File: src/hdl/frns_pkg.sv
`default_nettype none

package frns_pkg;

    localparam int DEF_MAX_PARTICLES = 1024;
    localparam int DEF_DIMENSIONS    = 3;

    localparam int SLOT_W     = 10;
    localparam int POS_W      = 32;
    localparam int RADIUS_W   = 31;
    localparam int RSQ_W      = 62;
    localparam int SQ_W       = 64;
    localparam int SUM_W      = 66;
    localparam int INDEX_W    = 10;
    localparam int COUNT_W    = 6;
    localparam int PCOUNT_W   = 11;
    localparam int LIMIT_W    = 6;
    localparam int CFG_IDX_W  = 2;
    localparam int CFG_DATA_W = 11;

    localparam logic [PCOUNT_W-1:0] PCOUNT_RESET = 11'd0;
    localparam logic [LIMIT_W-1:0]  LIMIT_RESET  = 6'd63;

    localparam logic [CFG_IDX_W-1:0] CFG_PARTICLE_COUNT  = 2'd0;
    localparam logic [CFG_IDX_W-1:0] CFG_NEIGHBOUR_LIMIT = 2'd1;

    typedef enum logic {
        OP_LOAD  = 1'b0,
        OP_QUERY = 1'b1
    } opcode_t;

    typedef enum logic [1:0] {
        ST_FOUND    = 2'd0,
        ST_DONE     = 2'd1,
        ST_OVERFLOW = 2'd2
    } status_t;

    typedef struct packed {
        logic               load_we;
        logic               query_start;
        logic               issue;
        logic               flush;
        logic               out_load;
        status_t            out_status;
        logic [COUNT_W-1:0] out_count;
        logic               out_last;
    } frns_cmd_t;

    typedef struct packed {
        logic adv;
        logic hit;
        logic busy;
    } frns_status_t;

endpackage

`default_nettype wire

File: src/hdl/frns_if.sv
`default_nettype none

interface frns_item_if import frns_pkg::*; ();
    logic                       valid;
    logic                       ready;
    logic                       opcode;
    logic [SLOT_W-1:0]          slot;
    logic signed [POS_W-1:0]    pos_x;
    logic signed [POS_W-1:0]    pos_y;
    logic signed [POS_W-1:0]    pos_z;
    logic                       alive;
    logic [RADIUS_W-1:0]        search_radius;

    modport source (output valid, opcode, slot, pos_x, pos_y, pos_z, alive, search_radius,
                    input ready);
    modport sink (input valid, opcode, slot, pos_x, pos_y, pos_z, alive, search_radius,
                  output ready);
endinterface


interface frns_cfg_if import frns_pkg::*; ();
    logic                  valid;
    logic                  ready;
    logic [CFG_IDX_W-1:0]  index;
    logic [CFG_DATA_W-1:0] data;

    modport source (output valid, index, data, input ready);
    modport sink (input valid, index, data, output ready);
endinterface

`default_nettype wire

File: src/hdl/frns_ctrl.sv
`default_nettype none

module frns_ctrl import frns_pkg::*; #(
    parameter int  MAX_PARTICLES = DEF_MAX_PARTICLES,
    localparam int AW            = $clog2(MAX_PARTICLES)
) (
    input  logic          clk,
    input  logic          rst_n,
    frns_item_if.sink     item,
    frns_cfg_if.sink      cfg,
    input  frns_status_t  st,
    output frns_cmd_t     cmd,
    output logic [AW-1:0] scan_addr
);

    localparam int CNT_W  = $clog2(MAX_PARTICLES + 1);
    localparam int WIDE_W = (CNT_W > PCOUNT_W) ? CNT_W : PCOUNT_W;

    typedef enum logic [1:0] {
        S_IDLE,
        S_SCAN,
        S_DRAIN
    } state_t;

    state_t               state_reg, state_next;
    logic [AW-1:0]        addr_reg, addr_next;
    logic [CNT_W-1:0]     neff_reg, neff_next;
    logic [COUNT_W-1:0]   found_reg, found_next;
    logic [PCOUNT_W-1:0]  pcount_reg, pcount_next;
    logic [LIMIT_W-1:0]   limit_reg, limit_next;
    logic [WIDE_W-1:0]    pcount_wide;
    logic [CNT_W-1:0]     addr_inc;
    logic                 item_take;

    assign item.ready = (state_reg == S_IDLE);
    assign cfg.ready  = 1'b1;
    assign scan_addr  = addr_reg;

    always_comb begin
        state_next  = state_reg;
        addr_next   = addr_reg;
        neff_next   = neff_reg;
        found_next  = found_reg;
        pcount_next = pcount_reg;
        limit_next  = limit_reg;
        pcount_wide = WIDE_W'(pcount_reg);
        addr_inc    = CNT_W'(addr_reg) + CNT_W'(1);
        item_take   = item.valid && item.ready;
        cmd         = '0;
        cmd.out_status = ST_FOUND;

        if (cfg.valid) begin
            case (cfg.index)
                CFG_PARTICLE_COUNT:  pcount_next = cfg.data[PCOUNT_W-1:0];
                CFG_NEIGHBOUR_LIMIT: limit_next  = cfg.data[LIMIT_W-1:0];
                default: ;
            endcase
        end

        case (state_reg)
            S_IDLE: begin
                if (item_take) begin
                    if (item.opcode == OP_QUERY) begin
                        cmd.query_start = 1'b1;
                        found_next      = '0;
                        addr_next       = '0;
                        if (pcount_wide > WIDE_W'(MAX_PARTICLES)) begin
                            neff_next = CNT_W'(MAX_PARTICLES);
                        end else begin
                            neff_next = CNT_W'(pcount_reg);
                        end
                        state_next = (pcount_reg == '0) ? S_DRAIN : S_SCAN;
                    end else begin
                        cmd.load_we = 1'b1;
                    end
                end
            end
            S_SCAN: begin
                if (st.adv) begin
                    cmd.issue = 1'b1;
                    addr_next = addr_reg + AW'(1);
                    if (addr_inc == neff_reg) begin
                        state_next = S_DRAIN;
                    end
                end
            end
            S_DRAIN: begin
                // done word once the last slot has left the pipe
                if (st.adv && !st.busy) begin
                    cmd.out_load   = 1'b1;
                    cmd.out_status = ST_DONE;
                    cmd.out_count  = found_reg;
                    cmd.out_last   = 1'b1;
                    state_next     = S_IDLE;
                end
            end
            default: state_next = S_IDLE;
        endcase

        if (st.adv && st.hit) begin
            cmd.out_load = 1'b1;
            if (found_reg >= limit_reg) begin
                cmd.out_status = ST_OVERFLOW;
                cmd.out_count  = found_reg;
                cmd.out_last   = 1'b1;
                cmd.flush      = 1'b1;
                state_next     = S_IDLE;
            end else begin
                cmd.out_status = ST_FOUND;
                cmd.out_count  = found_reg + COUNT_W'(1);
                found_next     = found_reg + COUNT_W'(1);
            end
        end
    end

    always_ff @(posedge clk or negedge rst_n) begin
        if (!rst_n) begin
            state_reg  <= S_IDLE;
            addr_reg   <= '0;
            neff_reg   <= '0;
            found_reg  <= '0;
            pcount_reg <= PCOUNT_RESET;
            limit_reg  <= LIMIT_RESET;
        end else begin
            state_reg  <= state_next;
            addr_reg   <= addr_next;
            neff_reg   <= neff_next;
            found_reg  <= found_next;
            pcount_reg <= pcount_next;
            limit_reg  <= limit_next;
        end
    end

endmodule

`default_nettype wire

File: src/flat_wrapper.sv
// flat-port wrapper written by rule: the top's interface ports become plain ports
module frns_ctrl_flat import frns_pkg::*;
#(
    parameter int  MAX_PARTICLES = DEF_MAX_PARTICLES,
    localparam int AW            = $clog2(MAX_PARTICLES)
)
  (clk, rst_n, st, cmd, scan_addr, item_valid, item_opcode, item_slot, item_pos_x, item_pos_y, item_pos_z, item_alive, item_search_radius, item_ready, cfg_valid, cfg_index, cfg_data, cfg_ready);
  frns_item_if item_i ();
  frns_cfg_if cfg_i ();
  input  logic clk;
  input  logic rst_n;
  input  frns_status_t st;
  output frns_cmd_t cmd;
  output logic [AW-1:0] scan_addr;
  input wire logic [$bits(item_i.valid)-1:0] item_valid;
  input wire logic [$bits(item_i.opcode)-1:0] item_opcode;
  input wire logic [$bits(item_i.slot)-1:0] item_slot;
  input wire logic [$bits(item_i.pos_x)-1:0] item_pos_x;
  input wire logic [$bits(item_i.pos_y)-1:0] item_pos_y;
  input wire logic [$bits(item_i.pos_z)-1:0] item_pos_z;
  input wire logic [$bits(item_i.alive)-1:0] item_alive;
  input wire logic [$bits(item_i.search_radius)-1:0] item_search_radius;
  output wire logic [$bits(item_i.ready)-1:0] item_ready;
  input wire logic [$bits(cfg_i.valid)-1:0] cfg_valid;
  input wire logic [$bits(cfg_i.index)-1:0] cfg_index;
  input wire logic [$bits(cfg_i.data)-1:0] cfg_data;
  output wire logic [$bits(cfg_i.ready)-1:0] cfg_ready;
  assign item_i.valid = item_valid;
  assign item_i.opcode = item_opcode;
  assign item_i.slot = item_slot;
  assign item_i.pos_x = item_pos_x;
  assign item_i.pos_y = item_pos_y;
  assign item_i.pos_z = item_pos_z;
  assign item_i.alive = item_alive;
  assign item_i.search_radius = item_search_radius;
  assign item_ready = item_i.ready;
  assign cfg_i.valid = cfg_valid;
  assign cfg_i.index = cfg_index;
  assign cfg_i.data = cfg_data;
  assign cfg_ready = cfg_i.ready;
  frns_ctrl #(.MAX_PARTICLES(MAX_PARTICLES)) u_core (.clk(clk), .rst_n(rst_n), .item(item_i), .cfg(cfg_i), .st(st), .cmd(cmd), .scan_addr(scan_addr));
endmodule
File: config.mk
export PLATFORM = sky130hd
export DESIGN_NAME = frns_ctrl_flat
export DESIGN_NICKNAME = d
export VERILOG_FILES = /design/src/hdl/frns_pkg.sv /design/src/hdl/frns_if.sv /design/src/hdl/frns_ctrl.sv /design/src/flat_wrapper.sv
export SDC_FILE = /design/constraint.sdc
export NUM_CORES = 1
export LEC_CHECK = 0
export BUFFER_PORTS_ARGS = -buffer_cell sky130_fd_sc_hd__buf_4
export CAP_MARGIN = 20
export CORE_ASPECT_RATIO = 1.5
export CORE_UTILIZATION = 46
export DETAILED_ROUTE_END_ITERATION = 10
export PLACE_DENSITY = 0.92
export SYNTH_ARGS = -nofsm -noshare
export SYNTH_HDL_FRONTEND = slang
export SYNTH_SLANG_ARGS = --single-unit
File: constraint.sdc
create_clock -name clk -period 6.8 [get_ports clk]
set_clock_uncertainty 0.15 [all_clocks]
set_input_delay 0.34 -clock clk [delete_from_list [all_inputs] [get_ports clk]]
set_output_delay 0.34 -clock clk [all_outputs]
set_load 0.05 [all_outputs]
## After elaboration in Yosys (flattened, before gate mapping)

Cells that the tools add are included.

- Flip-flop bits (word level): 46
- Bits of input ports: 159
- Output and inout port bits: 26
- Logic and storage cells: 61

- $add $sub $neg: 3
- Magnitude comparators: 2
- Equal/unequal tests: 7
- Muxes and demuxes: 31
- Reductions and logical operators: 12

Operator list:

| kind | count |
|---|---|
| two-way mux 10 bit | 5 |
| two-way mux 6 bit | 5 |
| two-way mux 11 bit | 2 |
| two-way mux 2 bit | 10 |
| case mux 10 bit (2 select lines) | 1 |
| adder 10 x 1 -> 11 bit (second input constant) | 1 |
| equality test 11 bit | 1 |
| greater-than comparator 11 bit (second input constant) | 1 |
| zero test 11 bit | 1 |
| adder 10 x 1 -> 10 bit (second input constant) | 1 |
| two-way mux 8 bit | 1 |
| adder 6 x 1 -> 6 bit (second input constant) | 1 |
| >= comparator 6 bit | 1 |
| two-way mux 1 bit | 6 |
| != test 2 bit (second input constant) | 3 |
| case mux 2 bit (3 select lines) | 1 |
| equality test 2 x 1 -> 1 bit (second input constant) | 2 |
| zero test 2 bit | 2 |
| AND reduction 2 bit | 2 |
| AND reduction 4 bit | 1 |
| logical AND 1 bit | 3 |
| AND reduction 3 bit | 1 |
| equality test 2 bit (second input constant) | 1 |
| nonzero test 2 bit | 1 |
| zero test 1 bit | 1 |

## Longest topological paths before layout

- Depth in word-level cells: 7
- Depth in mapped cells: 9
- Depth with buffers taken out: 9

## Worst setup path after synthesis

No wires, ideal clock.

- Path kind: register to output
- Start point: reg u_core.limit_reg[0]
- End point: out cmd[1] in the netlist's numbering
- Arrival: 2.819 ns
- Required time: 6.310 ns
- Slack: 3.491 ns
- Stages on the path, launching flop included: 8
- Path buffers: 1
- Cell sequence: dfstp_2 -> ha_1 -> nand2b_1 -> a211o_1 -> a31o_1 -> a21o_1 -> buf_2 -> o21ai_0

RTL lines:

| what | RTL line | RTL |
|---|---|---|
| start: declaration | frns_ctrl.sv:30 | `logic [LIMIT_W-1:0] limit_reg, limit_next;` |
| start signal: assignment | frns_ctrl.sv:130 | `limit_reg <= limit_next;` |
| end: declaration | flat_wrapper.sv:13 | `output frns_cmd_t cmd;` |

==> summary.md <==
• **synthesized area per cell** 9.53 um2
• **fraction of synthesized cell area taken by the top area cell type** 36.0%
• **share of the clock period used by the worst path** 49.6%
• **count of final hold-check violations** 0
• **combined global-route utilization of all metal layers** 21.0%
• **initial antenna violation count** 0
• **area taken by multi-input logic gates** 0.00147 mm2
• **Post-Route Setup TNS** 0 ps
• **fill count** 484
• **unique cell type count in the Yosys netlist** 51
• **minimum hold slack** 106 ps
• **peak ir drop on the vdd network** 0.266 mV
• **Synth Area in Compound Gates** 17.4%
• **power density relative to cell area** 333 mW/mm2
• **number of sinks on the clock net** 46
• **latest clock arrival within the worst-skew pair** 310 ps
• **crit end category** primary output
• **remaining max-slew budget at the tightest pin** 50.3%
• **share of synthesized cell area in full adder, half adder and majority cells** 3.60%
• **die height** 97.2 um
• **commonest cells after routing, fill and taps aside** sky130_fd_sc_hd__buf_4, sky130_fd_sc_hd__dfrtp_1, sky130_fd_sc_hd__nand2_1
• **prevailing post-synth register cell** sky130_fd_sc_hd__dfrtp_1
• **total wire length** 6480 um
• **CTS tree** yes
• **arrival time at the worst endpoint** 2890 ps
• **Net count, final** 497
• **share of synthesized area occupied by flip-flops and latches** 41.7%
• **leading cell type in the layout, fill and taps excluded** sky130_fd_sc_hd__buf_4
• **routed vias/inst** 5.89
• **Final setup viols** 0
• **antenna diode count** 0
• **endpoint required time on the critical path** 6310 ps
• **Async S/R FF share, synth** 100%
• **simple-gate portion of the synthesized area** 18.6%
• **aggregate global routing overflow** 0
• **Total Die Area** 0.00637 mm2
• **Wirelength per Cell** 16.1 um
• **Clock Pin Slew Worst Setup and Hold Paths** 90 ps
• **initial core utilization** 47.7%
• **upper clock frequency limit** 0.296 GHz
• **Ports** 185
• **number of enable-type register cells in the synthesized netlist** 0
• **wire length of the first global-routing pass** 10,400 um
• **critical path class** register to primary output
• **number of warnings reported in the yosys synthesis log** 0
• **Critical Path Fanout Max** 20
• **number of gates resized after CTS** 0
• **result of the run** complete, no violations
• **count of pins over their slew limit** 0
• **RD Place Congestion** 0.858
• **number of optimization iterations in the first detailed-route pass** 4
• **unrepaired setup endpoints after global routing** no
• **maximum clock path buffer count** 2
• **startpoint class of the critical path** register
• **Core ar.** 0.00583 mm2
• **width of the die** 65.5 um
• **XOR/XNOR Fraction of Synth Area** 4.41%
• **post-CTS setup repair buffer count** 0
• **number of global-route vias before repair** 2,321
• **drt initial violations** 80
• **count of cells along the worst register-to-register path** 8
• **combinational family with the most area after synthesis** simple AND/OR/NAND/NOR gates
• **leakage power of the design** 1.52 nW
• **post-synthesis net count** 459
• **count of port buffers added during placement** 45
• **synthesized area** 0.00278 mm2
• **maximum number of pins on one net before global-route repair** 47
• **library cell with the largest summed area after synthesis** sky130_fd_sc_hd__dfrtp_1
• **count of standard-cell rows** 34
• **most area-consuming cells after synthesis** sky130_fd_sc_hd__dfrtp_1, sky130_fd_sc_hd__mux2_2, sky130_fd_sc_hd__dfstp_2
• **multiplexer fraction of the synthesized cell area** 8.68%
• **Hold Crit Depth** 2
• **total number of vias** 2,372
• **number of remaining DRC errors** 0
• **synthesized instance count** 292
• **worst hold-check path type** primary input to register
• **P&R area growth vs syn** 16.1%
• **number of maximum-capacitance constraint violations** 0
• **FF+latch area** 0.00116 mm2
• **Inserted Clock Buffers** 5
• **share of post-route cells with drive strength above 1** 26.9%
• **Root Buffer** sky130_fd_sc_hd__clkbuf_8
• **number of synthesized register bits** 46
• **actual transition at the worst max-transition pin** 743 ps
• **DP HPWL** 4880 um
• **# H-tree levels** 2
• **post-layout minimum cycle time** 3380 ps
• **number of nets with antenna violations after routing** 0
-- timing repair --
| item | CTS | global route |
|---|---|---|
| setup endpoints to repair | 0 | 0 |
| hold buffers | 1 | 0 |
| hold endpoints to repair | 40 | 0 |
-- logic make-up after synthesis --
logic type / after synthesis
muxes: 22
and+or+nand+nor: 99
xor gates and xnor gates: 14
buffers and inverters: 32
adders and majority gates: 8
AOI/OAI and AO/OA: 70
DFF: 46
other: 1
-- critical path, cell delays in order, from the launching register on --
cell	delay, ps
sky130_fd_sc_hd__dfrtp_1	460
sky130_fd_sc_hd__inv_1	80
sky130_fd_sc_hd__ha_1	260
sky130_fd_sc_hd__nand2b_1	140
sky130_fd_sc_hd__a211o_1	290
sky130_fd_sc_hd__a31o_1	260
sky130_fd_sc_hd__a21o_1	430
sky130_fd_sc_hd__o221ai_1	300
sky130_fd_sc_hd__o2bb2ai_1	130
sky130_fd_sc_hd__buf_4	220
-- area by class of cell --
class                      instances  area share [%]
clock buffer                       5            2.13
timing repair buffer              48            11.2
sequential                        46            35.9
tap                               72            2.79
inverter                          15            1.74
multi-input combinational        214            45.5
clock inverter                     3           0.775
-- metrics by stage --
stage | setup slack [ps] | utilization (%) | total power [mW] | cell area, um2 | cells
floorplan | 3490 | - | 0.777 | 2780 | 292
global placement | 3860 | 53.5 | 0.874 | 3120 | 393
detailed placement | 3790 | 53.5 | 0.898 | 3120 | 393
CTS | 3450 | 55.3 | 1.07 | 3220 | 402
global route | 3320 | 55.4 | 1.13 | 3230 | 403
finish | 3420 | 55.4 | 1.08 | 3230 | 403
-- where the power goes --
part / switching [mW] / internal (mW) / total (mW) / leakage [nW]
combinational: 0.258 / 0.189 / 0.446 / 0.896
sequential: 0.102 / 0.353 / 0.454 / 0.577
clock: 0.101 / 0.0742 / 0.175 / 0.0447
-- cell usage after synthesis (all sizes together), types with 7 or more instances --
cell    instances
o21ai          27
a21o            7
mux2           17
nor2           14
nand2          29
ha              8
nand2b         11
inv            14
xnor2          10
dfrtp          40
nand3          15
buf            11
-- per-layer routing --
metal  GRT usage, %  part of all wire [%]  wire length, um
met5              0                     0                0
met4           13.5                   4.9              318
met3           3.99                   5.4              350
met2           37.5                    53             3440
met1           21.5                    37             2370
-- path summary, 6_finish.rpt --
| kind | startpoint | to | slack, ps |
|---|---|---|---|
| worst min register to register | u_core.neff_reg[3]$_DFFE_PN0P_ | u_core.neff_reg[3]$_DFFE_PN0P_ | 370 |
| worst max-delay path | u_core.found_reg[0]$_DFF_PN0_ | cmd[3] | 3420 |
| min in group asynchronous | rst_n | u_core.found_reg[2]$_DFF_PN0_ | 420 |
| max in group asynchronous | rst_n | u_core.neff_reg[9]$_DFFE_PN0P_ | 5700 |
| worst max register to register | u_core.found_reg[0]$_DFF_PN0_ | u_core.found_reg[5]$_DFF_PN0_ | 4200 |
| worst min-delay path | cfg_data[6] | u_core.pcount_reg[6]$_DFFE_PN0P_ | 110 |
Power figures use the tool's default switching activity.
